==> src/pdh_pkg.sv <==
// ============================================================================
// pdh_pkg: shared types and constants for the partition distance block
// Field widths, the controller state type, the datapath operation codes and
// the command and status bundles that join controller and datapath.
// ============================================================================
package pdh_pkg;

	localparam int LABEL_W = 8;
	localparam int DIST_W = 11;
	localparam int CLU_W = 9;

	localparam int DEF_MAX_CLUSTERS = 64;
	localparam int DEF_MAX_ELEMENTS = 1024;

	typedef enum logic [4:0] {
		ST_CLEAR, ST_LOAD, ST_CHECK, ST_INIT, ST_RSET, ST_CK, ST_CK2, ST_T2, ST_T3,
		ST_SA, ST_SB, ST_UA, ST_UB, ST_UC, ST_UD, ST_NXT, ST_AA, ST_AB, ST_AC,
		ST_AD, ST_FIN, ST_FIN2, ST_OUT
	} pdh_state_t;

	typedef enum logic [4:0] {
		OP_IDLE, OP_CLEAR, OP_CHECK, OP_INIT, OP_RSET, OP_CK2, OP_T3, OP_SB,
		OP_UB, OP_UD, OP_NXT, OP_AB, OP_AD, OP_FIN2
	} pdh_op_t;

	typedef struct packed {
		pdh_op_t op;
		logic    in_ready;
		logic    out_valid;
	} pdh_cmd_t;

	typedef struct packed {
		logic clear_done;
		logic idx_last;
		logic over;
		logic cm_nz;
		logic in_tree;
		logic at_root;
		logic row_last;
	} pdh_status_t;

endpackage

==> src/pdh_ctrl.sv <==
// ============================================================================
// pdh_ctrl: sequencer for load, clear and Hungarian solve
// Steps through clearing, loading, potential init, tree growth, potential
// update and augmentation, and issues one datapath operation per cycle.
// ============================================================================
module pdh_ctrl import pdh_pkg::*; (
	input  logic        clk,
	input  logic        arst_n,
	input  logic        last_fire,
	input  logic        result_fire,
	input  pdh_status_t status,
	output pdh_cmd_t    cmd
);

	pdh_state_t state_q, state_d;

	always_ff @(posedge clk or negedge arst_n) begin
		if (!arst_n) state_q <= ST_CLEAR;
		else state_q <= state_d;
	end

	always_comb begin
		state_d = state_q;
		case (state_q)
			ST_CLEAR: if (status.clear_done) state_d = ST_LOAD;
			ST_LOAD:  if (last_fire) state_d = ST_CHECK;
			ST_CHECK: state_d = status.over ? ST_OUT : ST_INIT;
			ST_INIT:  if (status.idx_last) state_d = ST_RSET;
			ST_RSET:  if (status.idx_last) state_d = ST_CK;
			ST_CK:    state_d = ST_CK2;
			ST_CK2:   state_d = status.cm_nz ? ST_T2 : ST_AA;
			ST_T2:    state_d = ST_T3;
			ST_T3:    state_d = ST_SA;
			ST_SA:    state_d = ST_SB;
			ST_SB:    state_d = status.idx_last ? ST_UA : ST_SA;
			ST_UA:    state_d = ST_UB;
			ST_UB: begin
				if (status.in_tree) state_d = ST_UC;
				else state_d = status.idx_last ? ST_NXT : ST_UA;
			end
			ST_UC:    state_d = ST_UD;
			ST_UD:    state_d = status.idx_last ? ST_NXT : ST_UA;
			ST_NXT:   state_d = ST_CK;
			ST_AA:    state_d = ST_AB;
			ST_AB:    state_d = ST_AC;
			ST_AC:    state_d = ST_AD;
			ST_AD: begin
				if (!status.at_root) state_d = ST_AA;
				else state_d = status.row_last ? ST_FIN : ST_RSET;
			end
			ST_FIN:   state_d = ST_FIN2;
			ST_FIN2:  state_d = ST_OUT;
			ST_OUT:   if (result_fire) state_d = ST_CLEAR;
			default:  state_d = ST_CLEAR;
		endcase
	end

	always_comb begin
		cmd.op = OP_IDLE;
		cmd.in_ready = 1'b0;
		cmd.out_valid = 1'b0;
		case (state_q)
			ST_CLEAR: cmd.op = OP_CLEAR;
			ST_LOAD:  cmd.in_ready = 1'b1;
			ST_CHECK: cmd.op = OP_CHECK;
			ST_INIT:  cmd.op = OP_INIT;
			ST_RSET:  cmd.op = OP_RSET;
			ST_CK2:   cmd.op = OP_CK2;
			ST_T3:    cmd.op = OP_T3;
			ST_SB:    cmd.op = OP_SB;
			ST_UB:    cmd.op = OP_UB;
			ST_UD:    cmd.op = OP_UD;
			ST_NXT:   cmd.op = OP_NXT;
			ST_AB:    cmd.op = OP_AB;
			ST_AD:    cmd.op = OP_AD;
			ST_FIN2:  cmd.op = OP_FIN2;
			ST_OUT:   cmd.out_valid = 1'b1;
			default:  cmd.op = OP_IDLE;
		endcase
	end

endmodule

==> config.mk <==
export PLATFORM = sky130hd
export DESIGN_NAME = pdh_ctrl
export DESIGN_NICKNAME = d
export VERILOG_FILES = /design/src/pdh_pkg.sv /design/src/pdh_ctrl.sv
export SDC_FILE = /design/constraint.sdc
export NUM_CORES = 1
export LEC_CHECK = 0
export BUFFER_PORTS_ARGS = -buffer_cell sky130_fd_sc_hd__buf_2
export CORE_MARGIN = 3
export CORE_UTILIZATION = 23
export DETAILED_ROUTE_END_ITERATION = 6
export PLACE_DENSITY = 0.46
export SETUP_SLACK_MARGIN = 0.02
export SLEW_MARGIN = 20
export SYNTH_ARGS = -nofsm -noshare
export SYNTH_HDL_FRONTEND = slang
export SYNTH_SLANG_ARGS = --single-unit
==> constraint.sdc <==
create_clock -name clk -period 2.7 [get_ports clk]
set_input_delay 0.135 -clock clk [delete_from_list [all_inputs] [get_ports clk]]
set_output_delay 0.135 -clock clk [all_outputs]
set_load 0.01 [all_outputs]
## Yosys cells after proc, flatten, opt, wreduce, memory -nomap -nowiden

Cells that the tools add are included.

| storage, ports and cells | value |
|---|---|
| output and inout port bits | 7 |
| input port bits | 11 |
| logic and storage cells | 46 |
| register bits after elaboration | 5 |

| cells by class | value |
|---|---|
| reductions and logical operators | 2 |
| equal/unequal tests | 27 |
| muxes and demuxes | 16 |

Operator list:

| cell | number |
|---|---|
| $pmux W5 S23 | 1 |
| $pmux W4 S13 | 1 |
| $mux W5 | 9 |
| $eq A5 B4 Y1 const B | 8 |
| $eq A5 B5 Y1 const B | 7 |
| $eq A5 B3 Y1 const B | 4 |
| $eq A5 B2 Y1 const B | 2 |
| $ne A2 B2 Y1 const B | 5 |
| $mux W3 | 2 |
| $eq A5 B1 Y1 const B | 1 |
| $logic_not A5 Y1 | 1 |
| $reduce_and A5 Y1 | 1 |
| $mux W1 | 2 |
| $mux W2 | 1 |

## Logic depth before layout (Yosys ltp)

| depth | value |
|---|---|
| word-level depth | 3 |
| mapped depth | 7 |
| depth with buffers taken out | 5 |

## Least setup slack after synthesis

Ideal clock, no wire load.

| timing path | value |
|---|---|
| path kind | register to register |
| start | register state_q[3] |
| end | register state_q[0] |
| library setup time | 125 ps |
| path slack | 1220 ps |
| data arrival time | 1355 ps |
| clock period less this slack | 1480 ps |
| required time | 2575 ps |
| buffers on the path | 0 |
| cell stages (with the launch flop) | 6 |
| path through | dfrtp_1 -> nand2b_4 -> or4_4 -> nand3_2 -> inv_2 -> mux2_4 |

| between the ends | value |
|---|---|
| word-level cells in the longest chain between the ends | 3 |
| elaborated cells between the ends (all ways) | 30 |
| classes of those cells | eq/ne: 27; mux: 1; reduce/logical: 2 |

RTL lines:

| element | RTL line | RTL |
|---|---|---|
| start: declaration | pdh_ctrl.sv:15 | `pdh_state_t state_q, state_d;` |
| start signal: assignment | pdh_ctrl.sv:19 | `else state_q <= state_d;` |
| $eq A5 B2 Y1 (tied with other cells) | pdh_ctrl.sv:24 | `case (state_q)` |
| $ne A2 B2 Y1 (no source line) | -- |  |
| $reduce_and A5 Y1 (no source line) | -- |  |

Several ways; a longest one is shown, not always the timed one.
A chain may end at the register's enable or synchronous reset.

## Final worst setup path

| timing path | value |
|---|---|
| start | register state_q[2] |
| end | register state_q[0] |

The elaborated chain is that of the path after synthesis.

==> results_dict.tcl <==
set metrics [dict create \
    initial_utilization_pct 25.2 \
    dr.first_iter.drc_count 24 \
    avgViaCountPerCell 5.10 \
    rsz_0062_raised_after_global_routing "no" \
    clk_pin_slew_ps 50 \
    count_of_flip_flops_with_a_built_in_enable_after_synthesis 0 \
    finalWorstPathRequiredPeriod_ps 1970 \
    ys_top_cells_by_area "dfrtp_1 17%, nor2_1 6.2%, buf_4 5.2%" \
    cts_sinks 5 \
    gr-total-overflow 0 \
    first_global_vias 737 \
    worst-r2r-cell-count 5 \
    grt_antenna_before_repair 0 \
    ir_drop_mv 0.338 \
    place.detailed.instances 149 \
    timing.critical_path.cells "nand2_2, or4_4, nand3_2, inv_2, mux2_4" \
    postSynthCellCount 101 \
    worst_skew_pair.late_latency_ps 250 \
    area_growth_pct 14.3 \
    final_common_cell "buf_2" \
    vias 785 \
    die_h_um 62.1 \
    total_of_fill_cells_in_the_finished_design 331 \
    die_width_um 62.1 \
    synth.yosys.warnings 0 \
    worst_case_headroom_to_the_max_slew_limit_pct 54.0 \
    crit_path_top_delay_cell "dfrtp_1" \
    largest_register "state_q" \
    power_density_nw_per_um2 1180 \
    endpoint_type_of_the_worst_setup_path "flop" \
    r2r_start "state_q[2]" \
    largest_register_ffs 5 \
    finalClockSkew_ps 1.46 \
    remaining_drc_errors 0 \
    tightestPinTransition_ps 690 \
    placed_wire_length_estimate_mm 1.51 \
    timing.critical_path.arrival_ps 2100 \
    syn_area_um2 724 \
    fmaxAchievable_ghz 0.506 \
    detail_route.wl_per_cell_um 13.3 \
    flip_flop_cell_with_the_highest_count_after_synthesis "dfrtp_1" \
    globalplace.congestion 0.746 \
    nets 124 \
    tritoncts "built" \
    clockBufferDepth 2 \
    finish.utilization_pct 28.8 \
    final_cell_mix "16 x buf_2, 12 x nor2_1, 7 x nand2_1" \
    timing.final.setup_violations 0 \
    min-delay-path-class "input pin to async pin" \
    core-area_um2 2880 \
    ys_seq_elements 5 \
    postCtsSetupRepairBufs 0 \
    syn-mean-instance-area_um2 7.17 \
    critical_path.startpoint_type "flop" \
    multi_input_comb_area_um2 504 \
    drtAntennaViolNets 0 \
    grt_pass1_wl_mm 3.39 \
    cts-buffers-inserted 3 \
    buffer_ports.inserted 16 \
    grt.total_usage_pct 10.6 \
    leakagePower_uw 0.000368 \
    max-cap-violations 0 \
    synthArstFlopShare_pct 100 \
    routed_wl_mm 2.04 \
    setup.reg_to_reg.worst_slack_ps 730 \
    instances_no_fill 154 \
    largest_area_contributor_in_the_netlist "dfrtp_1" \
    layout_top_registers "state_q x5" \
    portion_of_the_post_synthesis_area_used_by_sequential_elements_pct 17.3 \
    placement_rows 19 \
    synthesis.nets 112 \
    htree_levels 1 \
    synth_top_area_share_pct 17.3 \
    grt_max_degree 23 \
    ys_types 48 \
    final-hold-violation-count 0 \
    die-area_um2 3860 \
    final_max_slew_viol_count 0 \
    timing.critical_path.fanout_max 22 \
    drt-pass1-iter-count 4 \
    design.portCount 18 \
    cpPeakStageDelay_ps 770 \
    seqCellArea_um2 125 \
    setup_total_negative_slack_ps 0 \
    ratio_of_cells_with_drive_above_1_in_the_final_layout_pct 23.2 \
    clock-root-buffer "clkbuf_4" \
    timing_worst_setup_path_type "flop to flop" \
    n_antenna_cell 0 \
    cp_data_required_time_ps 2830 \
    layout_worst_path_cycle_share_pct 73.1 \
    regToRegEndpoint "state_q[0]" \
    outcome "complete, no violations" \
]
-- routing by layer --
layer	track usage, %	wire, um	vias up
met5	0	0	-
met4	1.66	12	0
met3	4.14	136	2
met2	15.9	875	26
met1	14.7	1020	361
li1	-	-	396
-- synthesized netlist by cell type (2+ instances only) --
cell type  instances
nor2_1            12
nand2_1            7
buf_4              5
dfrtp_1            5
inv_1              5
nand3_1            5
o21ai_0            5
a21oi_1            4
buf_2              4
nor3_1             3
a21o_1             2
a31oi_1            2
nand4_1            2
nor2b_1            2
o221ai_1           2
o31a_1             2
o31ai_1            2
xor2_1             2
-- critical path: cells and delay by family (launching register included) --
family / cells / cell delay, ps
multiplexers: 1 / 280
flip-flops: 1 / 770
AND/OR/NAND/NOR: 3 / 740
buffers and inverters: 1 / 60
-- cells by family (layout without fill, tap and decap cells) --
group / after synthesis / in the layout / synth area share (%)
DFF: 5 / 5 / 17.3
buffers and inverters: 17 / 28 / 13.1
other: 1 / 1 / 0.518
muxes: 2 / 2 / 3.45
and+or+nand+nor: 42 / 42 / 31.4
AOI/OAI and AO/OA: 32 / 32 / 31.8
xor gates and xnor gates: 2 / 2 / 2.42
-- repair_timing --
action,4_1_cts,5_1_grt
resized for setup,0,0
endpoints found under the hold margin,5,0
hold buffers,1,0
endpoints found under the setup margin,0,0
-- metrics by stage --
step / hold slack, ps / setup WS [ps] / total power, uW / cell area [um2]
after floorplan: -161 / 1220 / 771 / 724
after global placement: -38.5 / 783 / 887 / 792
after detailed placement: -44.3 / 747 / 883 / 792
after CTS: 223 / 736 / 979 / 828
after global routing: 250 / 605 / 1080 / 828
final: 226 / 725 / 976 / 828
-- how the worst max path moves through the flow --
stage	startpoint	slack, ps	endpoint	depth (start not counted)
finish	state_q[2]	730	state_q[0]	5
global route	state_q[2]	610	state_q[1]	5
CTS	state_q[2]	740	state_q[0]	5
detailed placement	state_q[2]	750	state_q[0]	5
global placement	state_q[2]	780	state_q[0]	5
floorplan	state_q[3]	1220	state_q[0]	5
-- layout make-up --
| class | count | area share, % |
|---|---|---|
| multi-input cells | 79 | 60.9 |
| flip-flops and latches | 5 | 15.1 |
| repair buffers | 18 | 11.8 |
| well taps | 42 | 6.34 |
| clock buffers | 4 | 3.17 |
| inverters | 6 | 2.72 |
-- power breakdown --
group / switching (uW) / internal [uW] / total [uW]
Sequential: 164 / 108 / 272
Clock: 34.8 / 56.1 / 90.9
Combinational: 314 / 299 / 613
Total: 513 / 463 / 976
Note: power is estimated with default switching activity, not from simulation.
